## src/hdl/dbd_pkg.sv

```systemverilog
// Shared widths, calendar tables and helper functions for the day-distance block.
// Used by dbd_date and by the top level days_between_dates. No dependencies.
`default_nettype none
package dbd_pkg;

  localparam int YEAR_W     = 12;
  localparam int MONTH_W    = 4;
  localparam int DAY_W      = 5;
  localparam int WDAY_W     = 3;
  localparam int SERIAL_W   = 21;
  localparam int MAX_YEAR_D = 4095;
  localparam int NUM_STG    = 5;

  localparam int DIV100_MUL = 5243;
  localparam int DIV100_SH  = 19;
  localparam int QUOT_W     = 6;

  localparam logic [WDAY_W-1:0]  WDAY_UNKNOWN = 3'd7;
  localparam logic [MONTH_W-1:0] MONTH_FEB    = 4'd2;
  localparam logic [MONTH_W-1:0] MONTH_DEC    = 4'd12;

  typedef struct packed {
    logic s1;
    logic s2;
    logic s3;
    logic s4;
    logic s5;
  } dbd_en_t;

  function automatic logic [QUOT_W-1:0] div100(input logic [YEAR_W-1:0] v);
    logic [YEAR_W+13-1:0] prod;
    prod = (YEAR_W+13)'(v) * (YEAR_W+13)'(DIV100_MUL);
    return prod[DIV100_SH +: QUOT_W];
  endfunction

  function automatic logic [8:0] days_before(input logic [MONTH_W-1:0] m);
    logic [8:0] r;
    unique case (m)
      4'd1:    r = 9'd0;
      4'd2:    r = 9'd31;
      4'd3:    r = 9'd59;
      4'd4:    r = 9'd90;
      4'd5:    r = 9'd120;
      4'd6:    r = 9'd151;
      4'd7:    r = 9'd181;
      4'd8:    r = 9'd212;
      4'd9:    r = 9'd243;
      4'd10:   r = 9'd273;
      4'd11:   r = 9'd304;
      4'd12:   r = 9'd334;
      default: r = 9'd0;
    endcase
    return r;
  endfunction

  function automatic logic [DAY_W-1:0] month_len(input logic [MONTH_W-1:0] m,
                                                 input logic leap);
    logic [DAY_W-1:0] r;
    unique case (m)
      4'd1, 4'd3, 4'd5, 4'd7, 4'd8, 4'd10, 4'd12: r = 5'd31;
      4'd4, 4'd6, 4'd9, 4'd11:                   r = 5'd30;
      4'd2:                                      r = leap ? 5'd29 : 5'd28;
      default:                                   r = 5'd0;
    endcase
    return r;
  endfunction

endpackage
`default_nettype wire

```

## src/hdl/dbd_date.sv

```systemverilog
// Five-stage converter from one date (day form or Nth-weekday form) to a serial day.
// Depends on dbd_pkg; stage enables come from the top level's valid chain.
`default_nettype none
module dbd_date
  import dbd_pkg::*;
#(
  parameter int MAX_YEAR = MAX_YEAR_D
) (
  input  wire logic                clk,
  input  wire dbd_en_t             en,
  input  wire logic                nth,
  input  wire logic [YEAR_W-1:0]   year,
  input  wire logic [MONTH_W-1:0]  month,
  input  wire logic [DAY_W-1:0]    dcount,
  input  wire logic [WDAY_W-1:0]   weekday,
  output logic [SERIAL_W-1:0]      serial,
  output logic                     ok
);

  // Stage 1: range checks and the reciprocal divisions by 100.
  logic                nth1_r, ok1_r;
  logic [YEAR_W-1:0]   y1_r, p1_r;
  logic [QUOT_W-1:0]   qy1_r, qp1_r;
  logic [MONTH_W-1:0]  m1_r;
  logic [DAY_W-1:0]    d1_r;
  logic [WDAY_W-1:0]   w1_r;
  logic                ok1_nxt;
  logic [YEAR_W-1:0]   p1_nxt;

  always_comb begin
    p1_nxt  = year - YEAR_W'(1);
    ok1_nxt = (year != '0) && (year <= YEAR_W'(MAX_YEAR)) &&
              (month != '0) && (month <= MONTH_DEC);
    if (nth) begin
      ok1_nxt = ok1_nxt && (weekday != WDAY_UNKNOWN) && (dcount != '0) &&
                (dcount <= DAY_W'(5));
    end
  end

  always_ff @(posedge clk) begin
    if (en.s1) begin
      nth1_r <= nth;
      ok1_r  <= ok1_nxt;
      y1_r   <= year;
      p1_r   <= p1_nxt;
      qy1_r  <= div100(year);
      qp1_r  <= div100(p1_nxt);
      m1_r   <= month;
      d1_r   <= dcount;
      w1_r   <= weekday;
    end
  end

  // Stage 2: leap year, month length and the day count of all earlier years.
  logic                nth2_r, ok2_r, leap2_r;
  logic [SERIAL_W-1:0] base2_r;
  logic [MONTH_W-1:0]  m2_r;
  logic [DAY_W-1:0]    d2_r, len2_r;
  logic [WDAY_W-1:0]   w2_r;
  logic                cent2, leap2_nxt;
  logic [YEAR_W-1:0]   rem2;
  logic [SERIAL_W-1:0] base2_nxt;

  always_comb begin
    rem2      = y1_r - YEAR_W'(qy1_r) * YEAR_W'(100);
    cent2     = (rem2 == '0);
    leap2_nxt = ((y1_r[1:0] == 2'b00) && !cent2) || (cent2 && (qy1_r[1:0] == 2'b00));
    base2_nxt = SERIAL_W'(p1_r) * SERIAL_W'(365) + SERIAL_W'(p1_r[YEAR_W-1:2])
              - SERIAL_W'(qp1_r) + SERIAL_W'(qp1_r[QUOT_W-1:2]);
  end

  always_ff @(posedge clk) begin
    if (en.s2) begin
      nth2_r  <= nth1_r;
      ok2_r   <= ok1_r;
      leap2_r <= leap2_nxt;
      base2_r <= base2_nxt;
      m2_r    <= m1_r;
      d2_r    <= d1_r;
      len2_r  <= month_len(m1_r, leap2_nxt);
      w2_r    <= w1_r;
    end
  end

  // Stage 3: serial day of the first of the month.
  logic                nth3_r, ok3_r;
  logic [SERIAL_W-1:0] first3_r;
  logic [DAY_W-1:0]    d3_r, len3_r;
  logic [WDAY_W-1:0]   w3_r;
  logic [SERIAL_W-1:0] first3_nxt;

  always_comb begin
    first3_nxt = base2_r + SERIAL_W'(days_before(m2_r)) + SERIAL_W'(1);
    if ((m2_r > MONTH_FEB) && leap2_r) begin
      first3_nxt = first3_nxt + SERIAL_W'(1);
    end
  end

  always_ff @(posedge clk) begin
    if (en.s3) begin
      nth3_r   <= nth2_r;
      ok3_r    <= ok2_r;
      first3_r <= first3_nxt;
      d3_r     <= d2_r;
      len3_r   <= len2_r;
      w3_r     <= w2_r;
    end
  end

  // Stage 4: weekday of the first of the month, as the serial day modulo 7.
  logic                nth4_r, ok4_r;
  logic [SERIAL_W-1:0] first4_r;
  logic [DAY_W-1:0]    d4_r, len4_r;
  logic [WDAY_W-1:0]   w4_r, wd4_r;
  logic [5:0]          sum4;
  logic [3:0]          fold4;
  logic [WDAY_W-1:0]   wd4_nxt;

  always_comb begin
    sum4 = '0;
    for (int i = 0; i < SERIAL_W / 3; i++) begin
      sum4 = sum4 + 6'(first3_r[3*i +: 3]);
    end
    fold4 = 4'(sum4[5:3]) + 4'(sum4[2:0]);
    if (fold4 >= 4'd7) begin
      fold4 = fold4 - 4'd7;
    end
    if (fold4 >= 4'd7) begin
      fold4 = fold4 - 4'd7;
    end
    wd4_nxt = fold4[WDAY_W-1:0];
  end

  always_ff @(posedge clk) begin
    if (en.s4) begin
      nth4_r   <= nth3_r;
      ok4_r    <= ok3_r;
      first4_r <= first3_r;
      d4_r     <= d3_r;
      len4_r   <= len3_r;
      w4_r     <= w3_r;
      wd4_r    <= wd4_nxt;
    end
  end

  // Stage 5: day of the month, bounds check and the final serial day.
  logic                ok5_r;
  logic [SERIAL_W-1:0] serial5_r;
  logic [3:0]          off5;
  logic [7:0]          day5;

  always_comb begin
    off5 = 4'(w4_r) + 4'd7 - 4'(wd4_r);
    if (off5 >= 4'd7) begin
      off5 = off5 - 4'd7;
    end
    if (nth4_r) begin
      day5 = 8'd1 + 8'(off5) + 8'(8'(d4_r - DAY_W'(1)) * 8'd7);
    end else begin
      day5 = 8'(d4_r);
    end
  end

  always_ff @(posedge clk) begin
    if (en.s5) begin
      ok5_r     <= ok4_r && (day5 != '0) && (day5 <= 8'(len4_r));
      serial5_r <= first4_r + SERIAL_W'(day5) - SERIAL_W'(1);
    end
  end

  assign serial = serial5_r;
  assign ok     = ok5_r;

endmodule
`default_nettype wire

```

## src/hdl/days_between_dates.sv

```systemverilog
// Days between two Gregorian dates: two dbd_date converters and an output register.
// Throughput one pair of dates per cycle while results are taken; each pipeline
// stage stalls only when full and its successor cannot take data, so bubbles are
// squeezed out. Reset clears all valid bits; payload and result are not reset.
// Depends on dbd_pkg and dbd_date.
`default_nettype none
module days_between_dates
  import dbd_pkg::*;
#(
  parameter int MAX_YEAR = MAX_YEAR_D
) (
  input  wire logic                 clk,
  input  wire logic                 rst_n,
  input  wire logic                 in_valid,
  output logic                      in_ready,
  input  wire logic [1:0]           in_opcode,
  input  wire logic [YEAR_W-1:0]    in_first_year,
  input  wire logic [MONTH_W-1:0]   in_first_month,
  input  wire logic [DAY_W-1:0]     in_first_day_or_count,
  input  wire logic [WDAY_W-1:0]    in_first_weekday,
  input  wire logic [YEAR_W-1:0]    in_second_year,
  input  wire logic [MONTH_W-1:0]   in_second_month,
  input  wire logic [DAY_W-1:0]     in_second_day_or_count,
  input  wire logic [WDAY_W-1:0]    in_second_weekday,
  output logic                      out_valid,
  input  wire logic                 out_ready,
  output logic                      out_invalid_date,
  output logic [SERIAL_W-1:0]       out_day_distance
);

  logic [NUM_STG-1:0]  vld_r;
  logic [NUM_STG-1:0]  stg_en;
  logic                out_en;
  logic                out_valid_r, out_invalid_r;
  logic [SERIAL_W-1:0] out_dist_r;
  dbd_en_t             en;
  logic [SERIAL_W-1:0] serial_a, serial_b;
  logic                ok_a, ok_b;

  always_comb begin
    out_en              = !out_valid_r || out_ready;
    stg_en[NUM_STG-1]   = !vld_r[NUM_STG-1] || out_en;
    for (int k = NUM_STG - 2; k >= 0; k--) begin
      stg_en[k] = !vld_r[k] || stg_en[k+1];
    end
  end

  assign en       = '{s1: stg_en[0], s2: stg_en[1], s3: stg_en[2], s4: stg_en[3],
                      s5: stg_en[4]};
  assign in_ready = stg_en[0];

  always_ff @(posedge clk) begin
    if (!rst_n) begin
      vld_r       <= '0;
      out_valid_r <= 1'b0;
    end else begin
      if (stg_en[0]) begin
        vld_r[0] <= in_valid;
      end
      for (int k = 1; k < NUM_STG; k++) begin
        if (stg_en[k]) begin
          vld_r[k] <= vld_r[k-1];
        end
      end
      if (out_en) begin
        out_valid_r <= vld_r[NUM_STG-1];
      end
    end
  end

  dbd_date #(.MAX_YEAR(MAX_YEAR)) u_date_a (
    .clk     (clk),
    .en      (en),
    .nth     (in_opcode[1]),
    .year    (in_first_year),
    .month   (in_first_month),
    .dcount  (in_first_day_or_count),
    .weekday (in_first_weekday),
    .serial  (serial_a),
    .ok      (ok_a)
  );

  dbd_date #(.MAX_YEAR(MAX_YEAR)) u_date_b (
    .clk     (clk),
    .en      (en),
    .nth     (in_opcode[0]),
    .year    (in_second_year),
    .month   (in_second_month),
    .dcount  (in_second_day_or_count),
    .weekday (in_second_weekday),
    .serial  (serial_b),
    .ok      (ok_b)
  );

  always_ff @(posedge clk) begin
    if (out_en) begin
      out_invalid_r <= !(ok_a && ok_b);
      if (!(ok_a && ok_b)) begin
        out_dist_r <= '0;
      end else if (serial_a >= serial_b) begin
        out_dist_r <= serial_a - serial_b;
      end else begin
        out_dist_r <= serial_b - serial_a;
      end
    end
  end

  assign out_valid        = out_valid_r;
  assign out_invalid_date = out_invalid_r;
  assign out_day_distance = out_dist_r;

endmodule
`default_nettype wire

```

## config.mk

```make
export PLATFORM = sky130hd
export DESIGN_NAME = days_between_dates
export DESIGN_NICKNAME = d
export VERILOG_FILES = /design/src/hdl/dbd_pkg.sv /design/src/hdl/dbd_date.sv /design/src/hdl/days_between_dates.sv
export SDC_FILE = /design/constraint.sdc
export NUM_CORES = 2
export LEC_CHECK = 0
export ABC_AREA = 1
export BUFFER_PORTS_ARGS = -buffer_cell sky130_fd_sc_hd__buf_2
export CAP_MARGIN = 10
export CORE_UTILIZATION = 25
export DETAILED_ROUTE_END_ITERATION = 8
export HOLD_SLACK_MARGIN = 0.06
export SETUP_SLACK_MARGIN = 0.3
export SYNTH_ARGS = -nofsm -noshare
export SYNTH_HDL_FRONTEND = slang
export SYNTH_SLANG_ARGS = --single-unit
```

## constraint.sdc

```tcl
create_clock -name clk -period 6.2 [get_ports clk]
set_input_delay 0.62 -clock clk [delete_from_list [all_inputs] [get_ports clk]]
set_output_delay 0.62 -clock clk [all_outputs]
set_load 0.02 [all_outputs]
```

# Yosys cells after proc, flatten, opt, wreduce, memory -nomap -nowiden
# Memories as Yosys holds them, arrays and structs flattened. A register that Yosys moved wholly into a read port is not among the register bits.
# Index checks and enable logic that the tools add are counted.
# word_totals
reg_bits,404
mem_bits_ro,288
in_bits,54
output_inout_bits,24
n_memories,2
# mem_list
memory,words,width,read_ports,rd_clocked_by_memory_dff,wr,line,rtl
(no name shown),16,9,1,1,0,dbd_pkg.sv:38,unique case (m)
(no name shown),16,9,1,1,0,dbd_pkg.sv:38,
# classes
add_sub_neg,52
multipliers,10
order_cmp,17
n_eq_ne,26
mux,19
n_reduce_logical,58
# op_table
operator,n
$mul 12x13->25 const B,4
$add 21x1->21 const B,4
$mux 21,3
$add 6x3->6,10
$add 21x10->21,2
$add 21x4->21,2
$add 21x8->21,2
$add 21x9->21,2
$mul 12x9->21 const B,2
$sub 21x1->21 const B,2
$sub 21x21->21,2
$sub 21x6->21,2
$eq 4x4->1 const B,10
$eq 4x3->1 const B,8
$pmux 5 s3,2
$ge 4x3->1 const B,6
$le 12x12->1 const B,2
$logic_not 12->1,2
$mux 4,6
$reduce_bool 12->1,2
$sub 12x1->12 const B,2
$sub 12x12->12,2
$logic_and 1x1->1,23
$ge 21x21->1,1
other kinds (28),79

# Logic depth before layout (Yosys ltp)
# logic_depth
depth_word,11
depth_mapped,36

# Cells and area by module
# From an unflattened synthesis, not the netlist that was laid out.
# unflattened
hier_cells,5070
hier_area_um2,45224.6
# by_module_without_submodules
module,n_inst,cells_per_inst,area_each_um2
dbd_date at u_date_a,1,2240,20703.6
dbd_date at u_date_b,1,2170,20462.1
days_between_dates,1,660,4058.9

# Least setup slack after synthesis
# No wires, ideal clock.
# synth_path
kind,input-to-reg
from,input out_ready
to,register u_date_a.d1_r[0] (enable)
setup_time_ps,1237
arrival_time_ps,5692
slack_ps,-729
path_stages,6
path_cell_list,inv_1 -> nand2_1 -> nor2_2 -> nand2_1 -> nor2_2 -> nand3_1
# synth_lines
element,line,rtl
"start, declared",days_between_dates.sv:26,"input wire logic out_ready,"
"end signal, assigned",dbd_date.sv:49,d1_r <= dcount;
"end, declared",dbd_date.sv:25,logic [DAY_W-1:0] d1_r;

# Worst setup path in the final report
# layout_path
from,register u_date_a.first3_r[3]
to,"register u_date_a.wd4_r[1], data pin"
# layout_via
elab_chain_len,11
# layout_rtl
element,line,rtl
"start, declared",dbd_date.sv:87,logic [SERIAL_W-1:0] first3_r;
"start signal, assigned",dbd_date.sv:103,first3_r <= first3_nxt;
$add 3x3->4 *,dbd_date.sv:122,sum4 = sum4 + 6'(first3_r[3*i +: 3]);
$add 6x3->6 * (5 in series),dbd_date.sv:122,
$add 3x3->4 *,dbd_date.sv:124,fold4 = 4'(sum4[5:3]) + 4'(sum4[2:0]);
$sub 4x3->4 / $ge 4x3->1 (equally long branches),"dbd_date.sv:126, dbd_date.sv:125",
$mux 4 *,dbd_date.sv:125,if (fold4 >= 4'd7) begin
$ge 4x3->1 / $sub 3x3->3 (equally long branches),"dbd_date.sv:128, dbd_date.sv:129",
$mux 3 *,dbd_date.sv:128,if (fold4 >= 4'd7) begin
net u_date_a.fold4[1],dbd_date.sv:116,logic [3:0] fold4;
"end signal, assigned",dbd_date.sv:142,wd4_r <= wd4_nxt;
"end, declared",dbd_date.sv:114,"logic [WDAY_W-1:0] w4_r, wd4_r;"
# Mark *: on every way through the listed nets, which the timed path passes. The rest lies on a longest branch.
# A chain may end at the register's enable or synchronous reset.

==> metrics.cfg <==
[status]
status=completed

[sta]
finalWorstSetupSlack_ns=0.341
relSlewSlack_pct=39.0
rsz0062_at_grt=yes
finalHoldViolCount=0
maxSlewViolCount=0
finalCritPeriodShare_pct=94.5
finClkSkew_ns=0.0403
finalCriticalPeriod_ns=5.86
max_slew.worst_pin.slew_ns=0.915
setup_viol=0
max_freq_mhz=171

[placed_design]
placed_cell_area_sq_um=47400
io_buffer_count=77
gp_congestion=0.883
dp.final_hpwl_um=80200
preCtsSetupSlack_ns=-0.0922
dp.cells=7163

[die]
start_util_pct=25.2
coreArea_sq_um=174000
ioPinCount=78
die_height_um=421
die-area_sq_um=177000
rows=153
dieWidth_um=421

[min_path]
hold_path.class=primary input to register

[logic_synthesis]
ys_async_sr_fraction_pct=0
syn_area_sq_um=43800
synth-edff-count=386
avgSynthCellArea_sq_um=9.25
synth_nets=5898
seq_area_frac_synth_pct=27.6
synthDistinctLibCells=59
synthCells=4734
ys_ff_latch=410
yosys_most_used_dff=edfxtp_1
yosysWarnings=0

[route]
drt_wl_total_um=94600
viasPerCell=4.22
drc_errors=0
drt_iter0_markers=1328
ant_nets=0
wl_per_cell_um=13.0
num_vias=30800
firstDrtPassIters=5

[clocking]
clk_pin_slew_ns=0.06
ctsLongestPathBuffers=3
clockRootBuffer=clkbuf_16
clk_latency_ns=0.64
cts_max_level=2
tritoncts=done
numCtsBuffers=50
numClockSinks=410

[setup_path]
cp-end-kind=register
worstPathRequired_ns=6.59
worstSetupPathType=register to register
start_kind=register
cp_max_fo=3
cp.arrival_ns=6.25

[finish]
finish.instance_area_sq_um=49900
insertedDiodeCount=0
nets=6085
drive_gt1_share_pct=8.46
syn_to_final_growth_pct=13.9
final_cells=7288

[grt]
grt_overflow_total=0
grt_max_degree=76
antenna_found_initial=5
grt_first_pass_wirelength_um=156000
track_usage_pct=10.8
grt_pass1_vias=31500

[job]
maxCapViolations=0

metrics by stage:
step                setup TNS [ns]  util (%)  hold slack [ns]
finish                           0      28.7            0.174
global route                     0      28.7            0.137
CTS                              0      28.3            0.114
detailed placement          -0.157      27.3            0.405
global placement                 0      27.3            0.405
floorplan                        0         -            0.400
cell usage after synthesis (3+ instances only):
library cell	number	area share, %
buf_4	3	0.051
a21boi_0	4	0.069
mux2_2	4	0.10
xnor2_1	77	1.5
or2_2	12	0.17
clkbuf_1	4	0.034
o211ai_1	12	0.21
inv_1	1119	9.6
a211oi_1	9	0.15
a21o_1	17	0.29
a211o_1	4	0.080
o31ai_1	10	0.17
o21ai_0	175	2.0
nor3_1	39	0.45
nand3_1	165	1.9
a21oi_1	292	3.3
fa_1	363	17
o21ai_2	5	0.10
nor2_1	216	1.9
nor3_2	3	0.069
nand2_2	15	0.21
nand4_2	3	0.086
edfxtp_1	386	26
nor2_2	10	0.14
o21bai_1	27	0.46
o21ai_1	4	0.046
nor4_1	9	0.13
ha_1	747	21
and2_1	7	0.10
nand4_1	62	0.89
a31oi_1	10	0.14
clkbuf_2	6	0.069
o2111ai_1	3	0.060
xor2_1	152	3.0
o22ai_1	3	0.043
nand3b_1	6	0.10
nand3_2	3	0.069
dfxtp_1	24	1.1
inv_2	9	0.077
nand2_1	671	5.8
o21a_1	13	0.22
buf_2	9	0.10
flip-flops by register name (all words and copies together), names as in the netlist, 6 cells and up, named ones only:
| register | count |
|---|---|
| u_date_a.first4_r | 21 |
| u_date_b.qp1_r | 6 |
| u_date_a.base2_r | 21 |
| u_date_b.p1_r | 12 |
| u_date_b.first4_r | 21 |
| u_date_b.qy1_r | 6 |
| u_date_a.y1_r | 12 |
| u_date_a.qp1_r | 6 |
| u_date_a.serial | 21 |
| u_date_b.serial | 21 |
| u_date_b.y1_r | 12 |
| u_date_b.base2_r | 21 |
| u_date_b.first3_r | 21 |
| u_date_a.qy1_r | 6 |
| u_date_a.first3_r | 21 |
| out_day_distance | 21 |
| u_date_a.p1_r | 12 |
cell type report:
type                    instances  area (sq um)
clock inverters                26           339
well taps                    2325          2910
repair buffers                159          1020
fillers                     18400        124000
clock buffers                  68          1380
inverters                    1129          4240
multi-input cells            3171         27900
flip-flops and latches        410         12100
cells by family (layout without fill, tap and decap cells):
| kind of cell | count (synthesis) | count (layout) | share of synthesized area, % |
|---|---|---|---|
| muxes | 4 | 4 | 0.103 |
| AOI/OAI and AO/OA | 595 | 595 | 7.53 |
| xor gates and xnor gates | 232 | 232 | 4.72 |
| and+or+nand+nor | 1230 | 1230 | 12.1 |
| adders and majority gates | 1110 | 1110 | 37.9 |
| DFF | 410 | 410 | 27.6 |
| buffers and inverters | 1153 | 1382 | 9.99 |
worst max-delay path: stages (launching register included):
cell and delay (ns):
edfxtp_1 0.40, ha_2 0.23, fa_2 0.54, inv_1 0.05
fa_1 0.48, fa_1 0.55, inv_1 0.05, fa_1 0.42
ha_2 0.21, fa_1 0.52, ha_2 0.19, inv_2 0.04
fa_1 0.59, inv_2 0.07, ha_4 0.16, inv_2 0.06
nor2_2 0.05, inv_2 0.07, nand2_4 0.06, xor2_2 0.22
ha_2 0.22, nand2_2 0.07, nand2_2 0.09, mux2_4 0.29
what timing repair did:
item | CTS | global route
pin swaps | 9 | 51
hold buffers | 0 | 0
setup buffers | 7 | 24
gates resized for setup | 33 | 108
setup endpoints to repair | 21 | 31
routing by layer:
metal | GRT usage, % | wire length [um]
met3 | 1.41 | 3140
met1 | 13.8 | 43600
met2 | 19.1 | 45900
met5 | 0 | 33
met4 | 2.58 | 1960
layout by cell type (no fill, tap or decap), types with 13 or more instances in the layout:
cell type  count
inv_1       1103
fa_1         357
o21ai_0      158
a21oi_1      280
edfxtp_1     386
ha_1         720
nand4_1       62
buf_4         80
a21oi_2       14
o21a_1        13
o21bai_1      27
xnor2_1       74
ha_4          15
inv_2         25
nor2_1       209
nor3_1        37
nand2_1      659
nor2_2        15
nand3_1      164
nand2_2       21
clkbuf_1      13
a21o_1        17
clkbuf_16     51
dfxtp_1       24
o21ai_2       14
xor2_1       146
buf_2         77
final timing paths:
kind / from / endpoint / slack (ns) / cells after the start
min reg2reg: u_date_a.w3_r[2]$_DFFE_PP_ / u_date_a.w4_r[2]$_DFFE_PP_ / 0.39 / 0
max: u_date_a.first3_r[3]$_DFFE_PP_ / u_date_a.wd4_r[1]$_DFFE_PP_ / 0.34 / 23
min: in_opcode[0] / u_date_b.nth1_r$_DFFE_PP_ / 0.17 / 1
max reg2reg: u_date_a.first3_r[3]$_DFFE_PP_ / u_date_a.wd4_r[1]$_DFFE_PP_ / 0.34 / 23
Power is left out: the tool's default activity adds up to more than one toggle a clock period on the data nets, which glitch-free logic cannot reach.
